--- config.mk ---
export PLATFORM = sky130hd
export DESIGN_NAME = checksummed_packet_deframer_core
export DESIGN_NICKNAME = d
export VERILOG_FILES = /design/src/rtl/cpd_pkg.sv /design/src/rtl/cpd_front.sv /design/src/rtl/cpd_desc_fifo.sv /design/src/rtl/cpd_back.sv /design/src/rtl/checksummed_packet_deframer_core.sv
export SDC_FILE = /design/constraint.sdc
export NUM_CORES = 1
export LEC_CHECK = 0
export BUFFER_PORTS_ARGS = -buffer_cell sky130_fd_sc_hd__buf_2
export CAP_MARGIN = 15
export CORE_ASPECT_RATIO = 0.7
export CORE_MARGIN = 2
export CORE_UTILIZATION = 35
export CTS_BUF_LIST = sky130_fd_sc_hd__clkbuf_2 sky130_fd_sc_hd__clkbuf_4 sky130_fd_sc_hd__clkbuf_8
export DETAILED_ROUTE_END_ITERATION = 10
export PLACE_DENSITY_LB_ADDON = 0.08
export SLEW_MARGIN = 25
export SYNTH_ARGS = -nofsm -noshare
export SYNTH_HDL_FRONTEND = slang
export SYNTH_HIERARCHICAL = 1
export SYNTH_SLANG_ARGS = --single-unit
--- constraint.sdc ---
create_clock -name clk -period 5.6 [get_ports clk]
set_input_delay 0.56 -clock clk [delete_from_list [all_inputs] [get_ports clk]]
set_output_delay 0.56 -clock clk [all_outputs]
set_load 0.05 [all_outputs]
--- src/rtl/cpd_pkg.sv ---
// Shared types and constants for the checksummed packet deframer.
// No dependencies; imported by every rtl module of the block.
package cpd_pkg;

  localparam int BYTE_W    = 8;
  localparam int LEN_W     = 6;
  localparam int TYPE_W    = 16;
  localparam int CFG_IDX_W = 2;

  localparam logic [CFG_IDX_W-1:0] CFG_HEADER = 2'd0;
  localparam logic [CFG_IDX_W-1:0] CFG_FOOTER = 2'd1;

  localparam logic [BYTE_W-1:0] HEADER_RESET = 8'd170;
  localparam logic [BYTE_W-1:0] FOOTER_RESET = 8'd85;

  // Accepted packet, handed from the parser to the drain.
  typedef struct packed {
    logic [TYPE_W-1:0] ptype;
    logic [LEN_W-1:0]  len;
    logic              bank;
  } desc_t;

  // Payload buffer write from the parser.
  typedef struct packed {
    logic              en;
    logic              bank;
    logic [LEN_W-1:0]  idx;
    logic [BYTE_W-1:0] data;
  } mem_wr_t;

endpackage

--- src/rtl/cpd_front.sv ---
// Frame parser: hunts for header, checks length, checksum and footer, buffers payload.
// Depends on cpd_pkg; pushes descriptors into cpd_desc_fifo.
module cpd_front #(
  parameter int MAX_PAYLOAD = 64
) (
  input  logic                          clk,
  input  logic                          rst,
  input  logic                          accept,
  input  logic [cpd_pkg::BYTE_W-1:0]    rx_byte,
  input  logic                          cfg_wr,
  input  logic [cpd_pkg::CFG_IDX_W-1:0] cfg_index,
  input  logic [cpd_pkg::BYTE_W-1:0]    cfg_data,
  input  logic                          bank,
  output cpd_pkg::mem_wr_t              mem_wr,
  output logic                          desc_push,
  output cpd_pkg::desc_t                desc
);
  import cpd_pkg::*;

  typedef enum logic [2:0] {
    PH_HUNT, PH_LENGTH, PH_TYPE_HI, PH_TYPE_LO, PH_DATA, PH_CHECK, PH_FOOTER
  } phase_t;

  phase_t             phase;
  logic [BYTE_W-1:0]  header_byte;
  logic [BYTE_W-1:0]  footer_byte;
  logic [LEN_W-1:0]   stored_length;
  logic [LEN_W-1:0]   byte_count;
  logic [LEN_W-1:0]   byte_count_next;
  logic [TYPE_W-1:0]  type_value;
  logic [BYTE_W-1:0]  running_sum;

  assign byte_count_next = byte_count + LEN_W'(1);

  always_ff @(posedge clk) begin
    if (rst) begin
      header_byte <= HEADER_RESET;
      footer_byte <= FOOTER_RESET;
    end else if (cfg_wr) begin
      if (cfg_index == CFG_HEADER) header_byte <= cfg_data;
      if (cfg_index == CFG_FOOTER) footer_byte <= cfg_data;
    end
  end

  always_ff @(posedge clk) begin
    if (rst) begin
      phase         <= PH_HUNT;
      stored_length <= '0;
      byte_count    <= '0;
      type_value    <= '0;
      running_sum   <= '0;
    end else if (accept) begin
      unique case (phase)
        PH_LENGTH: begin
          if (rx_byte < BYTE_W'(MAX_PAYLOAD)) begin
            stored_length <= rx_byte[LEN_W-1:0];
            byte_count    <= '0;
            type_value    <= '0;
            running_sum   <= header_byte + rx_byte;
            phase         <= PH_TYPE_HI;
          end else begin
            phase <= PH_HUNT;
          end
        end
        PH_TYPE_HI: begin
          running_sum <= running_sum + rx_byte;
          type_value  <= TYPE_W'(rx_byte);
          phase       <= PH_TYPE_LO;
        end
        PH_TYPE_LO: begin
          running_sum <= running_sum + rx_byte;
          type_value  <= {type_value[BYTE_W-1:0], rx_byte};
          phase       <= (stored_length != '0) ? PH_DATA : PH_CHECK;
        end
        PH_DATA: begin
          running_sum <= running_sum + rx_byte;
          byte_count  <= byte_count_next;
          if (byte_count_next == stored_length) phase <= PH_CHECK;
        end
        PH_CHECK: begin
          phase <= (rx_byte == running_sum) ? PH_FOOTER : PH_HUNT;
        end
        PH_FOOTER: begin
          phase <= PH_HUNT;
        end
        default: begin
          phase <= (rx_byte == header_byte) ? PH_LENGTH : PH_HUNT;
        end
      endcase
    end
  end

  always_comb begin
    mem_wr.en   = accept && (phase == PH_DATA);
    mem_wr.bank = bank;
    mem_wr.idx  = byte_count;
    mem_wr.data = rx_byte;
  end

  // Emit the packet on a matching footer; a bad footer drops it.
  assign desc_push  = accept && (phase == PH_FOOTER) && (rx_byte == footer_byte);
  assign desc.ptype = type_value;
  assign desc.len   = stored_length;
  assign desc.bank  = bank;

endmodule

--- src/rtl/cpd_desc_fifo.sv ---
// Two-entry descriptor queue between parser and drain.
// Depends on cpd_pkg; the write slot doubles as the payload bank.
module cpd_desc_fifo (
  input  logic           clk,
  input  logic           rst,
  input  logic           push,
  input  cpd_pkg::desc_t din,
  input  logic           pop,
  output cpd_pkg::desc_t dout,
  output logic           valid,
  output logic           full,
  output logic           wr_slot
);
  import cpd_pkg::*;

  desc_t      slots [2];
  logic       wr_ptr;
  logic       rd_ptr;
  logic [1:0] count;

  always_ff @(posedge clk) begin
    if (push) slots[wr_ptr] <= din;
  end

  always_ff @(posedge clk) begin
    if (rst) begin
      wr_ptr <= 1'b0;
      rd_ptr <= 1'b0;
      count  <= '0;
    end else begin
      if (push) wr_ptr <= ~wr_ptr;
      if (pop)  rd_ptr <= ~rd_ptr;
      if (push && !pop)      count <= count + 2'd1;
      else if (pop && !push) count <= count - 2'd1;
    end
  end

  assign dout    = slots[rd_ptr];
  assign valid   = (count != '0);
  assign full    = (count == 2'd2);
  assign wr_slot = wr_ptr;

endmodule

--- src/rtl/cpd_back.sv ---
// Drain: holds the two-bank payload buffer and plays packets out as results.
// Depends on cpd_pkg; reads descriptors from cpd_desc_fifo.
module cpd_back #(
  parameter int MAX_PAYLOAD = 64
) (
  input  logic                        clk,
  input  logic                        rst,
  input  cpd_pkg::mem_wr_t            mem_wr,
  input  cpd_pkg::desc_t              desc,
  input  logic                        desc_valid,
  output logic                        desc_pop,
  input  logic                        pop,
  output logic                        empty,
  output logic [cpd_pkg::TYPE_W-1:0]  packet_type,
  output logic [cpd_pkg::LEN_W-1:0]   payload_length,
  output logic [cpd_pkg::LEN_W-1:0]   byte_index,
  output logic [cpd_pkg::BYTE_W-1:0]  payload_byte,
  output logic                        empty_packet,
  output logic                        last
);
  import cpd_pkg::*;

  localparam int IDX_W = (MAX_PAYLOAD > 1) ? $clog2(MAX_PAYLOAD) : 1;
  localparam int DEPTH = 2 << IDX_W;

  logic [BYTE_W-1:0] mem [DEPTH];
  logic [BYTE_W-1:0] mem_q;

  logic              out_valid;
  logic              rd_pend;
  logic [LEN_W-1:0]  idx;
  logic [TYPE_W-1:0] meta_type;
  logic [LEN_W-1:0]  meta_len;
  logic [LEN_W-1:0]  meta_idx;
  logic              meta_last;

  logic              pop_ok;
  logic              issue;
  logic              issue_rd;
  logic              idx_last;

  assign pop_ok   = pop && out_valid;
  // Start the next word only when the output register is free by the time it lands.
  assign issue    = desc_valid && !rd_pend && (!out_valid || pop_ok);
  assign issue_rd = issue && (desc.len != '0);
  assign idx_last = (idx == desc.len - LEN_W'(1));
  assign desc_pop = issue && ((desc.len == '0) || idx_last);

  always_ff @(posedge clk) begin
    if (mem_wr.en) mem[{mem_wr.bank, mem_wr.idx[IDX_W-1:0]}] <= mem_wr.data;
  end

  always_ff @(posedge clk) begin
    if (issue_rd) begin
      mem_q     <= mem[{desc.bank, idx[IDX_W-1:0]}];
      meta_type <= desc.ptype;
      meta_len  <= desc.len;
      meta_idx  <= idx;
      meta_last <= idx_last;
    end
  end

  always_ff @(posedge clk) begin
    if (rst) begin
      out_valid <= 1'b0;
      rd_pend   <= 1'b0;
      idx       <= '0;
    end else begin
      rd_pend <= issue_rd;
      if (issue_rd) idx <= idx_last ? '0 : idx + LEN_W'(1);
      priority if (rd_pend) begin
        out_valid      <= 1'b1;
        packet_type    <= meta_type;
        payload_length <= meta_len;
        byte_index     <= meta_idx;
        payload_byte   <= mem_q;
        empty_packet   <= 1'b0;
        last           <= meta_last;
      end else if (issue && !issue_rd) begin
        out_valid      <= 1'b1;
        packet_type    <= desc.ptype;
        payload_length <= '0;
        byte_index     <= '0;
        payload_byte   <= '0;
        empty_packet   <= 1'b1;
        last           <= 1'b1;
      end else if (pop_ok) begin
        out_valid <= 1'b0;
      end else begin
        // hold the current word
      end
    end
  end

  assign empty = !out_valid;

endmodule

--- src/rtl/checksummed_packet_deframer_core.sv ---
// The block takes one received byte per cycle whenever full is low and emits one result
// per payload byte of each packet whose checksum and footer check out (one result for an
// empty packet). Input stalls (full high) only while two accepted packets still await
// delivery, since the payload buffer has two banks. Each payload result passes through the
// registered payload buffer read and then the output register load, and no new read starts
// while one is pending; an empty-packet result loads the output register directly.
// Depends on cpd_pkg, cpd_front, cpd_desc_fifo and cpd_back.
module checksummed_packet_deframer_core #(
  parameter int MAX_PAYLOAD = 64
) (
  input  logic                          clk,
  input  logic                          rst,
  input  logic                          push,
  output logic                          full,
  input  logic [cpd_pkg::BYTE_W-1:0]    rx_byte,
  input  logic                          cfg_valid,
  output logic                          cfg_ready,
  input  logic [cpd_pkg::CFG_IDX_W-1:0] cfg_index,
  input  logic [cpd_pkg::BYTE_W-1:0]    cfg_data,
  output logic                          empty,
  input  logic                          pop,
  output logic [cpd_pkg::TYPE_W-1:0]    packet_type,
  output logic [cpd_pkg::LEN_W-1:0]     payload_length,
  output logic [cpd_pkg::LEN_W-1:0]     byte_index,
  output logic [cpd_pkg::BYTE_W-1:0]    payload_byte,
  output logic                          empty_packet,
  output logic                          last
);
  import cpd_pkg::*;

  logic    accept;
  logic    desc_push;
  logic    desc_pop;
  logic    desc_valid;
  logic    wr_slot;
  desc_t   desc_in;
  desc_t   desc_out;
  mem_wr_t mem_wr;

  assign cfg_ready = 1'b1;
  assign accept    = push && !full;

  cpd_front #(.MAX_PAYLOAD(MAX_PAYLOAD)) u_front (
    .clk       (clk),
    .rst       (rst),
    .accept    (accept),
    .rx_byte   (rx_byte),
    .cfg_wr    (cfg_valid && cfg_ready),
    .cfg_index (cfg_index),
    .cfg_data  (cfg_data),
    .bank      (wr_slot),
    .mem_wr    (mem_wr),
    .desc_push (desc_push),
    .desc      (desc_in)
  );

  cpd_desc_fifo u_fifo (
    .clk     (clk),
    .rst     (rst),
    .push    (desc_push),
    .din     (desc_in),
    .pop     (desc_pop),
    .dout    (desc_out),
    .valid   (desc_valid),
    .full    (full),
    .wr_slot (wr_slot)
  );

  cpd_back #(.MAX_PAYLOAD(MAX_PAYLOAD)) u_back (
    .clk            (clk),
    .rst            (rst),
    .mem_wr         (mem_wr),
    .desc           (desc_out),
    .desc_valid     (desc_valid),
    .desc_pop       (desc_pop),
    .pop            (pop),
    .empty          (empty),
    .packet_type    (packet_type),
    .payload_length (payload_length),
    .byte_index     (byte_index),
    .payload_byte   (payload_byte),
    .empty_packet   (empty_packet),
    .last           (last)
  );

  a_no_push_when_full: assert property (@(posedge clk) disable iff (rst)
    desc_push |-> !full)
    else $error("descriptor pushed into a full queue");

  a_no_bank_write_when_full: assert property (@(posedge clk) disable iff (rst)
    mem_wr.en |-> !full)
    else $error("payload written into a bank still pending");

  a_empty_packet_shape: assert property (@(posedge clk) disable iff (rst)
    (!empty && empty_packet) |-> (last && byte_index == '0 && payload_byte == '0))
    else $error("malformed empty-packet word");

  a_last_index: assert property (@(posedge clk) disable iff (rst)
    (!empty && !empty_packet && last) |-> (byte_index == payload_length - LEN_W'(1)))
    else $error("last flag on wrong payload index");

endmodule
==> flow_summary_export.csv, run 1 <==
group,metric,value,unit
route,ant_nets,0,
critical_path,arrival,4.51,ns
sta,rsz0062_at_grt,"no",
sta,timing.final.crit_share,71.6,%
synth,synth_nets,2605,
critical_path,cp-end-kind,"register",
route,drt_first_pass_iters,8,
die,dieArea,0.140,sq mm
die,die_h,314,um
job,cap_violations,0,
synth,syn_area,0.0480,sq mm
route,drc,0,
cells_and_area,final_common_cell,"edfxtp_1",
sta,worst_pin_slew,1.08,ns
critical_path,path_buf_inv,1,
sta,setup_tns,0,ns
critical_path,required,6.10,ns
die,start_util,35.3,%
critical_path,crit-reg2reg-capture,"u_back/mem[50][4]$_DFFE_PP_",
critical_path,critPathMaxFanout,13,
placement,dpl.hpwl,83.0,mm
critical_path,regToRegStartpoint,"u_fifo/count[0]$_SDFFE_PP0P_",
power,ir_drop,0.000194,V
critical_path,crit_chain,"and2b_2, nor2b_4, nor2b_1, nand2_1, inv_1, nor2b_1, nand2_2, nor2_1",
die,coreArea,0.136,sq mm
synth,synthCells,2569,
critical_path,criticalPathCategory,"reg2reg",
global_route,grt_pass1_wl,193,mm
synth,syn_avg_cell_area,18.7,sq um
clock_tree,cts.sinks,1213,
route,vias,25349,
critical_path,cp-start-kind,"register",
sta,clock_skew,0.0305,ns
global_route,use_met2,26.6,%
clock_tree,cts_tree,"built",
sta,layout_setup_ws,1.59,ns
clock_tree,post-cts-setup-buffer-count,0,
critical_path,slowest_delay,0.88,ns
synth,async_flop_share,0,%
cells_and_area,fin_area,0.0544,sq mm
global_route,busiest_layer,"met1",
clock_tree,cts_buffer_depth,3,
worst_hold_path,hold_depth,2,
sta,slew_violations,0,
critical_path,cp_common_cell,"nor2b_1",
outcome,status,"completed",
clock_tree,ctsRootBufferMaster,"clkbuf_8",
synth,synthDistinctLibCells,63,
worst_hold_path,hold_path.class,"in2reg",
synth,ys_seq_area_share,74.5,%
sta,finalHoldViolations,0,
route,drt_iter0_drc,2729,
power,power.total,17900,uW
worst_hold_path,hp-start,"rst",
route,viasPerCell,5.36,
sta,fin_crit,4.01,ns
cells_and_area,final_cell_mix,"edfxtp_1 (1145), mux2i_1 (203), clkbuf_8 (200)",
sta,maxSlewHeadroom,27.5,%
synth,synth-main-ff-cell,"edfxtp_1",
power,p_leak,0.0167,uW
die,die_w,447,um
synth,yosysWarnings,6,
critical_path,crit_family,"simple AND/OR/NAND/NOR gates",
placement,dpl.cell_count,4371,
placement,post_dp_cell_area,0.0504,sq mm
cells_and_area,nNetsFinal,2769,
global_route,grt_overflow_total,0,
power,power.density,329,mW/mm^2
global_route,grt_pass1_vias,25429,
critical_path,reg2regPathDepth,8,
clock_tree,numCtsBuffers,189,
global_route,grt_max_degree,82,
route,wl,136,mm
synth,synth_edf_count,1145,
global_route,antenna_found_initial,7,
placement,pre_cts_slack,1.57,ns
synth,ys_ff_latch,1213,
clock_tree,clkTransAtPathRegs,0.06,ns
cells_and_area,synthToLayoutAreaGrowth,13.4,%
cells_and_area,drive_gt1_share,24.3,%
die,ioPinCount,64,
critical_path,reg2reg_slack,1.59,ns
die,row_count,113,
clock_tree,cts_htree_levels,4,
worst_hold_path,hold_end,"u_back/packet_type[0]$_DFFE_PP_",
global_route,gr-usage-all-layers,19.4,%
global_route,use_met1,30.9,%
clock_tree,insertion_delay,0.91,ns
global_route,met3_usage,3.89,%
placement,port_buffers,62,
critical_path,slowest_stage,"nor2_1",
sta,fmax,249,MHz
route,routedWlPerCell,28.7,um
cells_and_area,fin_cells,4731,
placement,place_congestion,0.828,
sta,finalSetupViolations,0,
==> area by class of cell <==
cell class	instances	area, sq um
sequential	1213	35800
clock buffer	266	3250
inverter	14	52.6
antenna	1	2.50
tap	1840	2300
fill	12159	81400
clock inverter	82	651
multi-input combinational	1189	11400
timing repair buffer	126	980
==> through the flow <==
step,hold slack [ns],util (%)
2_1_floorplan,0.406,-
3_3_place_gp,0.434,37.1
3_5_place_dp,0.449,37.1
4_1_cts,0.0194,40.0
5_1_grt,0.0464,40.1
6_report,0.109,40.1
==> cell usage after synthesis, drive strengths merged, types with 8 or more instances <==
cell type     n  area [sq um]
or3           8          50.1
nand3        61           305
edfxtp     1145         34400
xnor2        32           280
nand2b       13          81.3
nand4        17           106
ha           12           150
o221ai       59           517
inv          14          52.6
mux4        193          4350
buf          89           581
nand2        39           154
o21ai        43           223
and2         23           144
dfxtp        68          1360
nor2b        23           151
mux2i       203          2030
mux2         47           529
clkbuf       64           248
xor2         19           166
nor2        180           676
nor3         20           110
a22oi        40           300
a21oi        87           435
a211o         9          78.8
==> logic make-up after synthesis <==
| kind of cell | synth area share, % |
|---|---|
| muxes | 14.4 |
| and+or+nand+nor | 4.06 |
| adders and majority gates | 0.355 |
| xor gates and xnor gates | 0.931 |
| other | 0.00782 |
| buffers and inverters | 1.84 |
| DFF | 74.5 |
| AOI/OAI and AO/OA | 3.92 |
==> sequential cells by signal (all words and copies together), names as in the netlist, 8 cells and up, named ones only <==
| signal | cells |
|---|---|
| u_back/payload_byte | 8 |
| u_front/header_byte | 8 |
| u_front/footer_byte | 8 |
| u_back/mem | 1024 |
| u_back/mem_q | 8 |
| u_back/packet_type | 16 |
| u_fifo/slots | 46 |
| u_front/type_value | 16 |
| u_back/meta_type | 16 |
| u_front/running_sum | 8 |
==> power by group <==
group | total (uW) | internal [uW] | switching, uW | leakage, uW
Sequential | 9910 | 9900 | 4.93 | 0.0110
Combinational | 265 | 50.3 | 214 | 0.00359
Clock | 7720 | 4140 | 3580 | 0.00206
Total | 17900 | 14100 | 3800 | 0.0167
==> worst max-delay path by stage <==
stage / from / endpoint / cells past startpoint
3_5_place_dp: push / u_back/mem[50][4]$_DFFE_PP_ / 8
5_1_grt: u_fifo/count[0]$_SDFFE_PP0P_ / u_back/mem[50][4]$_DFFE_PP_ / 8
2_1_floorplan: register / u_back/byte_index[0]$_SDFFCE_PN0P_ / 6
3_3_place_gp: push / u_back/mem[50][7]$_DFFE_PP_ / 8
6_report: u_fifo/count[0]$_SDFFE_PP0P_ / u_back/mem[50][4]$_DFFE_PP_ / 8
4_1_cts: u_fifo/count[0]$_SDFFE_PP0P_ / u_back/mem[50][4]$_DFFE_PP_ / 8
==> metal layers <==
layer	vias to the layer above	share of wire (%)	wire length, um
li1	10719	-	-
met1	13484	49	66800
met2	975	42	56800
met3	171	7.1	9610
met4	0	1.9	2560
met5	-	0	0
==> what timing repair did <==
item / 4_1_cts / 5_1_grt
hold buffers: 10 / 0
endpoints found under the hold margin: 19 / 0
gates resized for setup: 0 / 0
==> worst register-to-register path, cell delays in order, from the launching register on <==
cell	delay, ns
dfxtp_1	0.39
and2b_2	0.26
nor2b_4	0.27
nor2b_1	0.30
nand2_1	0.19
inv_1	0.36
nor2b_1	0.37
nand2_2	0.58
nor2_1	0.90
Note: power is estimated with default switching activity, not from simulation.
==> inputs of run 2 (changes only) <==
==> constraint.sdc (replaced) <==
create_clock -name clk -period 3.38 [get_ports clk]
set_input_delay 0.338 -clock clk [delete_from_list [all_inputs] [get_ports clk]]
set_output_delay 0.338 -clock clk [all_outputs]
set_load 0.05 [all_outputs]
==> run 2 against run 1 <==
First-iteration DRC count fell by 21%. Design area rose by 2.8%. Clock skew rose by 0.011 ns. Critical path depth rose by 5. Critical path type unchanged. Critical endpoint is now u_fifo/count[1]$_SDFFE_PP0P_.
==> flow_summary_export.csv, run 2 (same netlist as run 1, synthesis figures left out) <==
group,metric,value,unit
sta,worst_pin_slew,1.00,ns
route,ant_nets,0,
critical_path,reg2regPathDepth,13,
sta,rsz0062_at_grt,"no",
cells_and_area,synthToLayoutAreaGrowth,16.6,%
critical_path,crit_family,"simple AND/OR/NAND/NOR gates",
route,wl_met3,9.71,mm
die,dieArea,0.140,sq mm
route,drt_first_pass_iters,5,
critical_path,worst-path-stages,13,
die,die_w,447,um
critical_path,cp-end-kind,"register",
critical_path,criticalPathCategory,"reg2reg",
critical_path,slowest_delay,0.42,ns
placement,dpl.cell_count,4577,
worst_hold_path,hold_path.class,"in2reg",
route,wl_met1,62.1,mm
sta,fmax,317,MHz
cells_and_area,final_common_cell,"edfxtp_1",
clock_tree,insertion_delay,0.90,ns
global_route,antenna_found_initial,14,
critical_path,slowest_stage,"mux2_2",
power,ir_drop,0.000303,V
route,viasPerCell,5.16,
global_route,grt_pass1_wl,186,mm
global_route,grt_pass1_vias,26024,
route,drc,0,
cells_and_area,final_cell_mix,"edfxtp_1 (1145), buf_4 (245), mux2i_1 (203)",
critical_path,cp-start-kind,"register",
cells_and_area,nNetsFinal,2989,
die,coreArea,0.136,sq mm
critical_path,required,4.18,ns
sta,clock_skew,0.0415,ns
critical_path,critPathMaxFanout,6,
die,start_util,35.3,%
sta,maxSlewHeadroom,32.9,%
global_route,gr-usage-all-layers,18.6,%
cells_and_area,fin_util,41.2,%
global_route,grt_overflow_total,0,
worst_hold_path,hold_depth,1,
clock_tree,clkTransAtPathRegs,0.06,ns
sta,finalSetupViolations,0,
critical_path,crit_chain,"mux2_2, inv_1, ha_1, nor2b_1, a21o_1, a21oi_1, a2111oi_4, nor2_1, nor3_2, inv_1, ha_1, or3_1, a21oi_1",
route,drt_iter0_drc,2151,
power,power.density,515,mW/mm^2
job,cap_violations,0,
route,routedWlPerCell,26.1,um
sta,slew_violations,0,
cells_and_area,fin_cells,4945,
cells_and_area,largest_reg_flops,1024,
sta,finalHoldViolations,0,
die,ioPinCount,64,
route,top_layer_used,"met5",
clock_tree,cts_htree_levels,4,
sta,timing.final.crit_share,93.5,%
placement,dpl.hpwl,81.6,mm
clock_tree,ctsRootBufferMaster,"clkbuf_8",
route,wl_met2,54.8,mm
sta,fin_crit,3.16,ns
cells_and_area,drive_gt1_share,28.3,%
route,wl,129,mm
power,p_leak,0.0177,uW
die,die_h,314,um
clock_tree,numCtsBuffers,188,
clock_tree,cts.sinks,1213,
route,vias,25510,
critical_path,path_buf_inv,2,
outcome,status,"completed",
placement,place_congestion,0.814,
die,row_count,113,
clock_tree,cts_buffer_depth,3,
placement,port_buffers,62,
clock_tree,cts_tree,"built",
critical_path,arrival,3.96,ns
global_route,grt_max_degree,101,
## run 2: changes by cell type in the layout (fill, tap and decap cells not counted), sizes merged
cell	delta
buf	+206
bufinv	-6
clkbuf	-15
clkinv	+16
clkinvlp	-1
diode	+1
dlygate4sd3	+15
inv	-2
## run 2: routing by layer
metal | track usage [%] | up-vias
met5 | 0 | -
met4 | 5.42 | 4
met3 | 5.24 | 170
met2 | 26.1 | 735
met1 | 27.9 | 13433
li1 | - | 11168
## run 2: cell type report
type	count	area [sq um]
Antenna cell	2	5.00
Clock buffer	251	3150
Clock inverter	89	478
Fill cell	12217	79900
Inverter	14	52.6
Multi-Input combinational cell	1189	11400
Sequential cell	1213	35800
Tap cell	1840	2300
Timing Repair Buffer	347	2810
## run 2: final timing paths
| kind | start | to | slack (ns) |
|---|---|---|---|
| hold / removal | rx_byte[0] | u_back/mem[103][0]$_DFFE_PP_ | 0.11 |
| setup / recovery | register | u_fifo/count[1]$_SDFFE_PP0P_ | 0.22 |
| hold reg to reg | u_front/type_value[10]$_SDFFE_PP0P_ | u_fifo/slots[1][17]$_DFFE_PP_ | 0.46 |
| setup reg to reg | register | u_fifo/count[1]$_SDFFE_PP0P_ | 0.22 |
## run 2: repair_timing
item,4_1_cts,5_1_grt
setup buffers,0,1
hold buffers,25,0
pin swaps,0,1
endpoints found under the hold margin,114,0
gates resized for setup,1,2
endpoints found under the setup margin,1,1
cloned,0,0
## run 2: stage by stage
stage / hold WS (ns) / setup TNS (ns) / instance area (sq um) / total power [uW] / setup slack, ns
2_1_floorplan: 0.406 / 0 / 48000 / 16900 / 0.104
3_3_place_gp: 0.436 / -0.0626 / 52100 / 17100 / -0.0626
3_5_place_dp: 0.445 / 0 / 52100 / 17100 / 0.0140
4_1_cts: 0.0169 / 0 / 55900 / 29300 / 0.127
5_1_grt: 0.0876 / 0 / 56000 / 30000 / 0.0293
6_report: 0.105 / 0 / 56000 / 28800 / 0.221
## run 2: where the power goes
part	internal, uW	switching (uW)
Combinational	94.8	315
Sequential	16400	7.06
Clock	6210	5810
Total	22700	6130
